$ cat src/design/wlm_pkg.sv
// shared types, constants and codes for the window local maximum checker
// used by every module of the block; depends on nothing else
`default_nettype none

package wlm_pkg;

  // storage and window limits
  localparam int MAX_COLS   = 256;
  localparam int MAX_ROWS   = 256;
  localparam int MAX_WINDOW = 15;

  // field widths
  localparam int COL_W    = $clog2(MAX_COLS);
  localparam int ROW_W    = $clog2(MAX_ROWS);
  localparam int COL_DIM_W = COL_W + 1;
  localparam int ROW_DIM_W = ROW_W + 1;
  localparam int ADDR_W   = COL_W + ROW_W;
  localparam int HEIGHT_W = 16;
  localparam int WIN_W    = 4;
  localparam int HALF_W   = $clog2(MAX_WINDOW / 2 + 1);
  localparam int OFF_W    = HALF_W + 1;
  localparam int NULL_W   = 8;

  // queue depths
  localparam int CMDQ_DEPTH = 4;
  localparam int CMDQ_PTR_W = $clog2(CMDQ_DEPTH);
  localparam int RESQ_DEPTH = 2;
  localparam int RESQ_PTR_W = $clog2(RESQ_DEPTH);

  // configuration port
  localparam int PADDR_W = 4;
  localparam int PDATA_W = 32;

  localparam logic [HEIGHT_W-1:0] HEIGHT_MIN = {1'b1, {(HEIGHT_W-1){1'b0}}};

  // register indexes
  typedef enum logic [1:0] {
    REG_COLS,
    REG_ROWS,
    REG_WINDOW,
    REG_NODATA
  } reg_addr_t;

  // command classes
  typedef enum logic [1:0] {
    OP_WRITE,
    OP_QUERY,
    OP_DROP
  } op_t;

  // back end states
  typedef enum logic [1:0] {
    BK_IDLE,
    BK_SCAN,
    BK_FLUSH,
    BK_POST
  } bk_state_t;

  typedef struct packed {
    op_t                 op;
    logic [COL_W-1:0]    col;
    logic [ROW_W-1:0]    row;
    logic [HEIGHT_W-1:0] height;
  } cmd_t;

  typedef struct packed {
    logic                is_center_max;
    logic [HEIGHT_W-1:0] max_height;
    logic [NULL_W-1:0]   null_count;
  } res_t;

  typedef struct packed {
    logic [COL_DIM_W-1:0] cols;
    logic [ROW_DIM_W-1:0] rows;
    logic [WIN_W-1:0]     window;
    logic [HEIGHT_W-1:0]  nodata;
  } cfg_t;

endpackage

`default_nettype wire

$ cat src/design/wlm_front.sv
// front end: accepts input beats, classifies them and queues the commands
// depends on wlm_pkg
`default_nettype none

module wlm_front (
  input  wire logic                         clk,
  input  wire logic                         rst,
  input  wire logic                         push,
  output logic                              full,
  input  wire logic                         kind,
  input  wire logic [wlm_pkg::COL_W-1:0]    pixel_col,
  input  wire logic [wlm_pkg::ROW_W-1:0]    pixel_row,
  input  wire logic [wlm_pkg::HEIGHT_W-1:0] height_value,
  output logic                              cmd_valid,
  output wlm_pkg::cmd_t                     cmd_head,
  input  wire logic                         cmd_pop
);
  import wlm_pkg::*;

  cmd_t                cmdq [CMDQ_DEPTH];
  logic [CMDQ_PTR_W-1:0] wr_ptr;
  logic [CMDQ_PTR_W-1:0] rd_ptr;
  logic [CMDQ_PTR_W:0]   count;
  cmd_t                in_cmd;
  logic                do_push;
  logic                do_pop;

  // classify the incoming beat; writes beyond storage are dropped later
  always_comb begin
    in_cmd.col    = pixel_col;
    in_cmd.row    = pixel_row;
    in_cmd.height = height_value;
    if (kind) begin
      in_cmd.op = OP_QUERY;
    end else if (({1'b0, pixel_col} < COL_DIM_W'(MAX_COLS)) &&
                 ({1'b0, pixel_row} < ROW_DIM_W'(MAX_ROWS))) begin
      in_cmd.op = OP_WRITE;
    end else begin
      in_cmd.op = OP_DROP;
    end
  end

  assign full      = (count == (CMDQ_PTR_W+1)'(CMDQ_DEPTH));
  assign cmd_valid = (count != '0);
  assign cmd_head  = cmdq[rd_ptr];
  assign do_push   = push && !full;
  assign do_pop    = cmd_pop && cmd_valid;

  // queue storage
  always_ff @(posedge clk) begin
    if (do_push) begin
      cmdq[wr_ptr] <= in_cmd;
    end
  end

  // queue pointers
  always_ff @(posedge clk) begin
    if (rst) begin
      wr_ptr <= '0;
      rd_ptr <= '0;
      count  <= '0;
    end else begin
      if (do_push) begin
        wr_ptr <= wr_ptr + 1'b1;
      end
      if (do_pop) begin
        rd_ptr <= rd_ptr + 1'b1;
      end
      if (do_push && !do_pop) begin
        count <= count + 1'b1;
      end else if (do_pop && !do_push) begin
        count <= count - 1'b1;
      end
    end
  end

endmodule

`default_nettype wire

$ cat config.mk
export PLATFORM = sky130hd
export DESIGN_NAME = wlm_front
export DESIGN_NICKNAME = d
export VERILOG_FILES = /design/src/design/wlm_pkg.sv /design/src/design/wlm_front.sv
export SDC_FILE = /design/constraint.sdc
export NUM_CORES = 1
export LEC_CHECK = 0
export ABC_AREA = 1
export BUFFER_PORTS_ARGS = -buffer_cell sky130_fd_sc_hd__clkbuf_2
export CORE_AREA = 2 2 108 110
export DETAILED_ROUTE_END_ITERATION = 10
export DIE_AREA = 0 0 110 112
export PLACE_DENSITY = 0.81
export SLEW_MARGIN = 20
export SYNTH_ARGS = -nofsm -noshare
export SYNTH_HDL_FRONTEND = slang
export SYNTH_SLANG_ARGS = --single-unit
$ cat constraint.sdc
create_clock -name clk -period 2.7 [get_ports clk]
set_clock_uncertainty 0.15 [all_clocks]
set_input_delay 0.135 -clock clk [delete_from_list [all_inputs] [get_ports clk]]
set_output_delay 0.135 -clock clk [all_outputs]
set_load 0.01 [all_outputs]
==> impl_results.rst <==
.. list-table::
   :header-rows: 1

   * - Metric
     - Value
   * - Max Root-Sink Buffers
     - 2
   * - Count of mapped cells out of synthesis
     - 390
   * - Number of distinct library cells after synthesis
     - 22
   * - Cell area after layout
     - slightly below 7000 um2
   * - Post_cts resized
     - 0
   * - Fillcell total
     - between 800 and 900
   * - Detailed Place HPWL
     - 6253 um
   * - Post-synthesis average cell area
     - 13.89 um2
   * - Hold Path Class
     - input pin to flip-flop
   * - Kind of end point of the critical path
     - output pin
   * - Setup Viol. Count Final
     - 0
   * - Worst-margin pin slew
     - roughly 650 ps
   * - Fin. max-slew vios
     - 0
   * - Cell type contributing the most total cell area after synthesis
     - edfxtp_1
   * - Routed wl met2
     - 5653 um
   * - Clock Sink Count
     - between 100 and 150
   * - GR Util All Layers
     - around a fifth
   * - Largest net degree at the start of global routing
     - 67
   * - Number of top-level pins
     - 73
   * - Core utilization of the finished layout
     - roughly 61%
   * - Starting Density
     - roughly half
   * - CTS tree
     - built
   * - Number of DRC markers in iteration 0
     - 334
   * - Unrepaired setup endpoints after global routing
     - no
   * - Most frequent cells in the layout
     - edfxtp_1 (132), nor2_1 (76), clkbuf_2 (71)
   * - Number of nets in the final layout
     - approximately 550
   * - Layout Area Growth over Synthesis
     - 25.90%
   * - Post-synthesis net count
     - 433
   * - H-Tree Depth
     - 4
   * - Clock slew seen by the registers of the worst setup and hold paths
     - 60 ps
   * - Critical path's slowest cell
     - buf_4
   * - Worst-Skew Late Latency
     - between 400 and 500 ps
   * - Synthesized-area fraction occupied by ao, oa, aoi and oai cells
     - between 10% and 20%
   * - Setup CP Type
     - flip-flop to output pin
   * - Run status
     - finished, final reports clean
   * - Xor/xnor share of the synthesized area
     - 0.1617%
   * - Root buffer cell
     - clkbuf_16
   * - DRC viols
     - 0
   * - Floorplan die width
     - around 110 um
   * - Most common library cell in the layout ignoring fill and taps
     - edfxtp_1
   * - Sum Neg Setup Slack
     - 0 ps
   * - Area post-placement
     - 5912 um2
   * - Number of buffers added for setup after CTS
     - 0
   * - Synthesized area
     - about 5400 um2
   * - Worst-path fanout max
     - between 60 and 70
   * - Core region area
     - 11170 um2
   * - Longest individual stage delay on the worst path
     - roughly 530 ps
   * - Max-Cap Viols
     - 0
   * - Post-route worst hold slack
     - about 340 ps
   * - Die area
     - roughly 12000 um2
   * - Kind of launch point of the worst setup path
     - flip-flop
   * - Area contributors post-synth
     - edfxtp_1 (73%), nor2_1 (5.5%), o21ai_0 (4.5%), o22ai_1 (3.8%), dfxtp_1 (3.3%)
   * - Critical Path, Cell by Cell
     - buf_4 -> o21ai_0 -> o22ai_1 -> clkbuf_2
   * - Post-Route WL
     - about 11000 um
   * - Synthesized-area fraction occupied by and/or/nand/nor cells
     - about 7.1%
   * - Routability-driven placement congestion ratio
     - between 0.7 and 0.8
   * - Post-detailed-route wirelength per cell
     - ~17 um
   * - Minimum clock period
     - between 2000 and 2500 ps
   * - Sequential standard cell area
     - around 4100 um2
   * - DR top layer
     - met4
   * - Total power divided by cell area
     - between 900 and 1000 nW/um2
   * - M1 WL
     - between 4000 and 5000 um
   * - Total via count in the routed design
     - roughly 3600
   * - Input/output buffers
     - 71
   * - Footprint of the multi-input gates
     - around 1100 um2
   * - Final-report hold violation count
     - 0
   * - Maximum VDD drop
     - about 0.00061 V
   * - WL met3
     - 729 um
   * - Sequential fraction of the synthesis area
     - between 70% and 80%
   * - Grt ovf
     - 0
   * - CP Data Required Time
     - roughly 2400 ps
   * - Ratio of cells with drive above 1 in the final layout
     - 21.77%
   * - Post-synthesis register bit count
     - ~140
   * - Std cell rows
     - 39
   * - Number of synthesis warnings
     - 0
   * - Period Utilization, post-route
     - 83.45%
   * - Maximum operating frequency
     - ~440 MHz
   * - Number of diodes
     - 0
   * - Arrival time of data at the critical path endpoint
     - between 1500 and 2000 ps
   * - DR pass1 iterations
     - 5
   * - Number of antenna violations at the first check in global routing
     - 0
   * - Hold Buf Count CTS
     - 37
   * - Slew headroom
     - 56.73%
   * - Area share of the leading cell type in the synthesized netlist
     - roughly three quarters
   * - CTS Buf Count
     - 17
   * - First-pass GRT wire length
     - roughly 17000 um
   * - Number of nets still failing antenna checks after routing
     - 0
   * - Synthesized-area fraction occupied by adder cells
     - under 10%
   * - Number of global-route vias before repair
     - between 3000 and 4000
   * - Vert. Die Dim
     - around 110 um
   * - Leakage power summed over all cells
     - between 2 and 3 nW
   * - Proportion of synthesized area in mux cells
     - 0%
   * - Register-to-register setup slack
     - 680 ps
   * - Combinational family with the most area after synthesis
     - compound AO/OA/AOI/OAI gates
   * - Number of vias per cell after detailed routing
     - ~5.4
area by class of cell:
| type | instances | share of cell area, % |
|---|---|---|
| Tap cell | 143 | 2.624 |
| Sequential cell | 141 | 60.79 |
| Timing Repair Buffer | 120 | 12.15 |
| Multi-Input combinational cell | 211 | 15.63 |
| Inverter | 17 | 0.9358 |
| Clock inverter | 10 | 1.468 |
| Clock buffer | 20 | 6.404 |
registers in the layout (all words and copies together), names as in the netlist, named ones only:
name    count
cmdq      132
wr_ptr      2
count       3
rd_ptr      2
metal layers:
layer / vias up / GRT usage (%)
met4: 0 / 9.114
li1: 1661 / -
met3: 12 / 4.918
met5: - / 0
met2: 150 / 31.12
met1: 1741 / 22.87
where the power goes:
group	internal [W]	switching, W	total, W
Clock	0.00133	0.000765	0.00209
Combinational	0.000535	0.000996	0.00153
Sequential	0.00266	0.0000760	0.00274
Total	0.00453	0.00184	0.00636
cells by family after synthesis:
group / count (synthesis)
compound gates: 103
xor+xnor: 1
fa+ha+maj: 6
buf+inv: 38
flops: 141
other cells: 1
simple gates: 100
stage by stage:
stage	setup slack, ps	power (W)	std cells
after floorplan	71.22	0.003750	390
after global placement	818.2	0.004192	595
after detailed placement	681.4	0.004253	595
after CTS	434.1	0.006388	662
after global routing	305.2	0.006669	662
final	446.7	0.006363	662
worst max-delay path: cells and delay by family, from the launching register on:
kind                   cells  cell delay, ps
AOI/OAI and AO/OA          2             510
buffers and inverters      2             710
DFF                        1             330
cells in the mapped netlist:
cell / count
a21oi_1: 3
buf_2: 7
buf_4: 1
buf_6: 9
buf_8: 1
clkbuf_1: 1
clkbuf_2: 2
conb_1: 1
dfxtp_1: 9
edfxtp_1: 132
fa_1: 1
ha_1: 5
inv_1: 15
inv_2: 2
nand2_1: 15
nand3_1: 4
nand3b_1: 1
nor2_1: 80
o21ai_0: 49
o21ai_1: 18
o22ai_1: 33
xor2_1: 1
final timing paths:
kind	from	endpoint	cells past startpoint
max	flip-flop	cmd_head[23]	4
min	pixel_row[4]	cmdq[1][20]	2
max reg2reg	count[0]	count[2]	13
min reg2reg	rd_ptr[1]	rd_ptr[1]	2
Note: power is estimated with default switching activity, not from simulation.
