**config.mk**
```make
export PLATFORM = sky130hd
export DESIGN_NAME = wlm_res_fifo
export DESIGN_NICKNAME = d
export VERILOG_FILES = /design/src/design/wlm_pkg.sv /design/src/design/wlm_res_fifo.sv
export SDC_FILE = /design/constraint.sdc
export NUM_CORES = 1
export LEC_CHECK = 0
export ABC_CLOCK_PERIOD_IN_PS = 4650
export BUFFER_PORTS_ARGS = -buffer_cell sky130_fd_sc_hd__buf_2
export CORE_MARGIN = 3
export CORE_UTILIZATION = 45
export CTS_BUF_LIST = sky130_fd_sc_hd__clkbuf_8
export DETAILED_ROUTE_END_ITERATION = 16
export PLACE_DENSITY = 0.71
export RECOVER_POWER = 50
export SLEW_MARGIN = 20
export SYNTH_ARGS = -nofsm -noshare
export SYNTH_HDL_FRONTEND = slang
export SYNTH_SLANG_ARGS = --single-unit
```
**constraint.sdc**
```tcl
create_clock -name clk -period 4.65 [get_ports clk]
set_input_delay 0.465 -clock clk [delete_from_list [all_inputs] [get_ports clk]]
set_output_delay 0.465 -clock clk [all_outputs]
set_load 0.005 [all_outputs]
```
**src/design/wlm_pkg.sv**
```systemverilog
// shared types, constants and codes for the window local maximum checker
// used by every module of the block; depends on nothing else
`default_nettype none

package wlm_pkg;

  // storage and window limits
  localparam int MAX_COLS   = 256;
  localparam int MAX_ROWS   = 256;
  localparam int MAX_WINDOW = 15;

  // field widths
  localparam int COL_W    = $clog2(MAX_COLS);
  localparam int ROW_W    = $clog2(MAX_ROWS);
  localparam int COL_DIM_W = COL_W + 1;
  localparam int ROW_DIM_W = ROW_W + 1;
  localparam int ADDR_W   = COL_W + ROW_W;
  localparam int HEIGHT_W = 16;
  localparam int WIN_W    = 4;
  localparam int HALF_W   = $clog2(MAX_WINDOW / 2 + 1);
  localparam int OFF_W    = HALF_W + 1;
  localparam int NULL_W   = 8;

  // queue depths
  localparam int CMDQ_DEPTH = 4;
  localparam int CMDQ_PTR_W = $clog2(CMDQ_DEPTH);
  localparam int RESQ_DEPTH = 2;
  localparam int RESQ_PTR_W = $clog2(RESQ_DEPTH);

  // configuration port
  localparam int PADDR_W = 4;
  localparam int PDATA_W = 32;

  localparam logic [HEIGHT_W-1:0] HEIGHT_MIN = {1'b1, {(HEIGHT_W-1){1'b0}}};

  // register indexes
  typedef enum logic [1:0] {
    REG_COLS,
    REG_ROWS,
    REG_WINDOW,
    REG_NODATA
  } reg_addr_t;

  // command classes
  typedef enum logic [1:0] {
    OP_WRITE,
    OP_QUERY,
    OP_DROP
  } op_t;

  // back end states
  typedef enum logic [1:0] {
    BK_IDLE,
    BK_SCAN,
    BK_FLUSH,
    BK_POST
  } bk_state_t;

  typedef struct packed {
    op_t                 op;
    logic [COL_W-1:0]    col;
    logic [ROW_W-1:0]    row;
    logic [HEIGHT_W-1:0] height;
  } cmd_t;

  typedef struct packed {
    logic                is_center_max;
    logic [HEIGHT_W-1:0] max_height;
    logic [NULL_W-1:0]   null_count;
  } res_t;

  typedef struct packed {
    logic [COL_DIM_W-1:0] cols;
    logic [ROW_DIM_W-1:0] rows;
    logic [WIN_W-1:0]     window;
    logic [HEIGHT_W-1:0]  nodata;
  } cfg_t;

endpackage

`default_nettype wire

```
**src/design/wlm_res_fifo.sv**
```systemverilog
// result queue between the back end and the result ports
// depends on wlm_pkg
`default_nettype none

module wlm_res_fifo (
  input  wire logic          clk,
  input  wire logic          rst,
  input  wire logic          res_push,
  input  wire wlm_pkg::res_t res_data,
  output logic               res_full,
  output logic               empty,
  input  wire logic          pop,
  output wlm_pkg::res_t      head
);
  import wlm_pkg::*;

  res_t                  resq [RESQ_DEPTH];
  logic [RESQ_PTR_W-1:0] wr_ptr;
  logic [RESQ_PTR_W-1:0] rd_ptr;
  logic [RESQ_PTR_W:0]   count;
  logic                  do_push;
  logic                  do_pop;

  assign res_full = (count == (RESQ_PTR_W+1)'(RESQ_DEPTH));
  assign empty    = (count == '0);
  assign head     = resq[rd_ptr];
  assign do_push  = res_push && !res_full;
  assign do_pop   = pop && !empty;

  // result storage
  always_ff @(posedge clk) begin
    if (do_push) begin
      resq[wr_ptr] <= res_data;
    end
  end

  // pointers and fill level
  always_ff @(posedge clk) begin
    if (rst) begin
      wr_ptr <= '0;
      rd_ptr <= '0;
      count  <= '0;
    end else begin
      if (do_push) begin
        wr_ptr <= wr_ptr + 1'b1;
      end
      if (do_pop) begin
        rd_ptr <= rd_ptr + 1'b1;
      end
      if (do_push && !do_pop) begin
        count <= count + 1'b1;
      end else if (do_pop && !do_push) begin
        count <= count - 1'b1;
      end
    end
  end

endmodule

`default_nettype wire

```
==> flow_summary.toml, run 1 <==
[setup_path]
timing_worst_setup_path_type = "flop to flop"
cp.buffers_inverters = 0
slowest_delay_ps = 1260
crit_required_ps = 4550
crit_slowest_cell = "and2_0"
crit_chain = "nor2b_1 -> nor2_1 -> and2_0"
critPathMaxFanout = 25
crit_arrival_ps = 2230
crit_path_end_kind = "flop"
critPathLaunchType = "flop"
crit_family = "simple AND/OR/NAND/NOR gates"

[route]
drtIter0Drc = 53
routed_wl_mm = 3.23
antenna_left = 0
first_pass_iters = 4
viasPerCell = 4.98
drc = 0
vias = 1056
post_drt_wl_per_cell_um = 15.2

[cts]
cts_tree = "yes"
cts-resized-gates = 0
cts_buffers = 5
root_buffer = "clkbuf_8"
cts_hold_buffers = 0
postCtsSetupBuffers = 0
clk_latency_ps = 300
cts_num_sinks = 55
clk_pin_slew_ps = 90
h-tree-depth = 2
cts_buffer_depth = 2

[die]
start_util = 0.484
core_mm2 = 0.00417
io_pins = 56
fp.dieW_um = 73.0
die_area_mm2 = 0.00533
placement_rows = 23
chipHeight_um = 73.0

[global_route]
grt_pass1_wl_mm = 4.99
grt_max_degree = 26
overflow = 0
grt_pass1_vias = 1102
antenna_found_initial = 0
grt_usage = 0.129

[finish]
diodes = 0
fin_nets = 192
layout-drive-gt1-share = 0.463
syn2layout_area_growth_pct = 20.0

[pwr]
vdd_drop_max_mv = 0.323
p_sw_mw = 0.314
p_int_mw = 0.936
power.static_leakage_nw = 0.897
netSwitchingFraction = 0.251
combPwrFrac = 0.226
clkPwrFrac = 0.232
powerDensity_mw_per_mm2 = 516
seq_power_share = 0.542

[placed_design]
dp_slack_ps = 2530
io_buffers = 55
place_congestion = 0.718
hpwl_mm = 2.28

[synthesis]
synth_top_area_frac = 0.743
ys_seq_area_frac = 0.793
syn_inst = 103
synth_nets = 133
synth_area_mm2 = 0.00202
syn_avg_cell_area_um2 = 19.6
synth_cell_types = 14
synth-seq-cells = 55
yosysTopAreaCell = "edfxtp_1"
ys_top_cells_by_area = "edfxtp_1, mux2_2, dfxtp_1, xor2_1, nor2_1"
yosysWarnings = 0

[timing]
setup_viol_count_final = 0
slew_viol_final = 26
clock-skew-final_ps = 5.85
max_freq_ghz = 0.429
rsz0062_at_grt = "false"
worst_slew_margin_rel = -0.108
setup_ws_ps = 2320
hold_viol = 0
post-route-period-util = 0.501
worst_slew_pin_slew_ps = 1660
min_period_ps = 2330
hold_ws_ps = 348
tns_ps = 0

[worst_hold_path]
hold_path_class = "primary input to flop"

[status]
outcome = "finished, violations left"
failed_checks = "max-capacitance violations, max-slew violations"

[run]
drv_cap = 1
cells by family (layout without fill, tap and decap cells):
logic type      count (synthesis)  count (layout)  share of synthesized area
flops                          55              55                      0.793
mux                            25              25                      0.139
simple gates                    9               9                     0.0229
compound gates                  5               5                     0.0124
buf+inv                         5              64                     0.0136
xor+xnor                        3               3                     0.0130
fa+ha+maj                       1               1                    0.00619
path summary, 6_finish.rpt:
check,from,depth (start not counted),end,slack (ps)
worst max-delay path,count[0]$_SDFFE_PP0P_,3,resq[1][9]$_DFFE_PP_,2320
worst min register to register,wr_ptr$_SDFFE_PP0P_,2,wr_ptr$_SDFFE_PP0P_,490
worst max register to register,count[0]$_SDFFE_PP0P_,3,resq[1][9]$_DFFE_PP_,2320
worst min-delay path,res_data[24],1,resq[1][24]$_DFFE_PP_,350
power groups by stage:
stage	logic [mW]	clock network (mW)	registers, mW
after CTS	0.293	0.297	0.680
after global placement	0.281	0	0.685
after floorplan	0.205	0	0.652
after detailed placement	0.292	0	0.691
final	0.282	0.290	0.678
after global routing	0.311	0.320	0.689
flip-flops by register name, summed over array words and instances, names as in the netlist, named ones only:
register  count
resq         50
count         2
rd_ptr        1
wr_ptr        1
stage by stage:
step	util	instance area, um2	std cells	power, mW
6_report	0.581	2420	212	1.25
5_1_grt	0.581	2420	212	1.32
4_1_cts	0.585	2440	212	1.27
3_5_place_dp	0.560	2340	205	0.983
3_3_place_gp	0.560	2340	205	0.966
2_1_floorplan	-	2020	103	0.856
Yosys cell counts, drive strengths merged:
cell	count
xor2	3
ha	1
dfxtp	5
buf	3
and2	1
or3	2
mux2	25
a21oi	2
o21ai	3
nor2	5
nor2b	1
inv	2
edfxtp	50
area by class of cell:
| class | count | area [um2] |
|---|---|---|
| Timing Repair Buffer | 55 | 260 |
| Multi-Input combinational cell | 43 | 389 |
| Tap cell | 50 | 62.6 |
| Clock buffer | 5 | 68.8 |
| Fill cell | 338 | 1750 |
| Inverter | 2 | 7.51 |
| Clock inverter | 2 | 33.8 |
| Sequential cell | 55 | 1600 |
cell usage in the layout, fill, tap and decap left out:
master and count:
o21ai_0 3, dfxtp_1 4, nor2_1 5, clkbuf_2 2, buf_1 1, dfxtp_2 1, xor2_1 3, a21oi_1 2
ha_1 1, or3_1 2, inv_1 3, bufinv_16 1, edfxtp_1 50, nor2b_1 1, and2_0 1, clkbuf_8 5
buf_2 41, clkbuf_1 11, mux2_2 25
metal layers:
layer,up-vias,routed length [um],track usage
met4,0,63,0.0615
met2,36,1640,0.234
met3,7,209,0.0372
met1,506,1310,0.134
met5,-,0,0
li1,507,-,-
worst reg2reg max path, cell delays in order, from the launching register on:
cell	delay [ps]
dfxtp_1	420
nor2b_1	110
nor2_1	130
and2_0	1260
Note: power is estimated with default switching activity, not from simulation.
==> inputs of run 2 (changes only) <==
Settings changed: ABC_CLOCK_PERIOD_IN_PS 4650 to 1900, PLACE_DENSITY 0.71 to 0.74.
Clock period 4.65 ns to 1.9 ns, I/O delays scaled along.
==> run 2 against run 1 <==
  * The run now ends clean
  * First-iteration DRC count is 47% higher
  * Clock power is 150% higher
  * Clock skew hardly changed
  * Fmax is 40% higher
  * Worst hold slack worse by 270 ps
  * Combinational power grew to 2.8 times the previous value
  * Critical path depth is 2 higher
  * Via count hardly changed
  * Power is 150% higher
  * Worst setup slack worse by 2100 ps
  * Sequential share of layout area is 0.79 points lower
  * Sequential cell count stayed put
  * Largest power group unchanged
  * Highest routed layer unchanged
==> flow_summary.toml, run 2 (same netlist as run 1, synthesis figures left out) <==
[cts]
cts_num_sinks = 55
cts_buffer_depth = 2
cts-resized-gates = 0
clk_pin_slew_ps = 90
cts_buffers = 5
cts_hold_buffers = 0
cts_tree = "yes"
postCtsSetupBuffers = 0
root_buffer = "clkbuf_8"
clk_latency_ps = 290
h-tree-depth = 2

[worst_hold_path]
hold_depth = 1
whs_endpoint = "resq[1][16]$_DFFE_PP_"
min_from = "res_data[16]"
hold_path_class = "primary input to flop"

[die]
chipHeight_um = 73.0
io_pins = 56
die_area_mm2 = 0.00533
fp.dieW_um = 73.0
start_util = 0.484
core_mm2 = 0.00417
placement_rows = 23

[timing]
hold_viol = 0
setup_viol_count_final = 0
tns_ps = 0
post-route-period-util = 0.874
slew_viol_final = 0
clock-skew-final_ps = 5.47
max_freq_ghz = 0.602
worst_slew_margin_rel = 0.771
hold_ws_ps = 78.3
setup_ws_ps = 240
min_period_ps = 1660
worst_slew_pin_slew_ps = 340
rsz0062_at_grt = "false"

[setup_path]
timing_worst_setup_path_type = "flop to flop"
crit_path_end_kind = "flop"
crit_arrival_ps = 1880
ff2ff_path_depth = 5
r2r-start = "count[1]$_SDFFE_PP0P_"
reg2reg_slack_ps = 240
critPathMaxFanout = 5
regToRegEndpoint = "count[1]$_SDFFE_PP0P_"
critPathLaunchType = "flop"
crit_required_ps = 2120

[global_route]
grt_usage = 0.136
grt_max_degree = 26
met1_usage = 0.148
grt_use_met3 = 0.0413
met2_usage = 0.248
busiest_layer = "met2"
grt_pass1_wl_mm = 5.42
overflow = 0
antenna_found_initial = 0
grt_pass1_vias = 1158

[placed_design]
dp_slack_ps = 298
io_buffers = 55
hpwl_mm = 2.42
place_congestion = 0.666

[route]
vias = 1057
first_pass_iters = 4
viasPerCell = 4.87
drtIter0Drc = 78
post_drt_wl_per_cell_um = 15.4
drc = 0
routed_wl_mm = 3.34
antenna_left = 0

[finish]
largest_register = "resq"
fin_nets = 197
largest_reg_flops = 50
top_regs = "resq x50, count x2"
syn2layout_area_growth_pct = 21.4
multi_input_area_um2 = 389
layout-drive-gt1-share = 0.443
final_common_cell = "edfxtp_1"
fillers = 342
diodes = 0
final_cell_mix = "edfxtp_1, buf_2, mux2_2, clkbuf_1"
register_area_mm2 = 0.00160

[status]
outcome = "complete, no violations"

[pwr]
power_mw = 3.09
vdd_drop_max_mv = 0.731
powerDensity_mw_per_mm2 = 1260
power.static_leakage_nw = 0.909

[run]
drv_cap = 0
==> run 2: layer usage <==
| metal | vias up | share of wire |
|---|---|---|
| li1 | 520 | - |
| met1 | 498 | 0.39 |
| met2 | 35 | 0.53 |
| met3 | 4 | 0.066 |
| met4 | 0 | 0.012 |
| met5 | - | 0 |
==> run 2: stage by stage <==
step                      std cells   util  cell area [um2]
after floorplan                 103      -             2020
after CTS                       217  0.594             2480
final                           217  0.588             2450
after global placement          210  0.569             2380
after global routing            217  0.588             2450
after detailed placement        210  0.569             2380
==> run 2: worst max-delay path, cell delays in order, from the launching register on <==
cell and delay [ps]:
dfxtp_1 390, nor2b_1 260, nor2_1 90, ha_1 340
or3_1 360, a21oi_1 160
==> run 2: worst max path at each step <==
stage / cells after the start / start / end / slack [ps]
2_1_floorplan: 3 / count[1]$_SDFFE_PP0P_ / resq[0][0]$_DFFE_PP_ / 210
3_3_place_gp: 5 / count[1]$_SDFFE_PP0P_ / count[1]$_SDFFE_PP0P_ / 450
3_5_place_dp: 4 / count[0]$_SDFFE_PP0P_ / count[1]$_SDFFE_PP0P_ / 300
4_1_cts: 4 / count[0]$_SDFFE_PP0P_ / count[1]$_SDFFE_PP0P_ / 270
5_1_grt: 6 / count[1]$_SDFFE_PP0P_ / count[1]$_SDFFE_PP0P_ / 130
6_report: 5 / count[1]$_SDFFE_PP0P_ / count[1]$_SDFFE_PP0P_ / 240
==> run 2: area by class of cell <==
cell class,count,area share
clock buffers,5,0.0281
well taps,50,0.0255
flip-flops and latches,55,0.653
repair buffers,60,0.118
multi-input cells,43,0.159
clock inverters,2,0.0138
inverters,2,0.00306
==> run 2: where the power goes <==
group	leakage (nW)	switching, mW	internal (mW)
combinational	0.345	0.383	0.409
clock	0.0554	0.336	0.381
sequential	0.508	0.0597	1.52
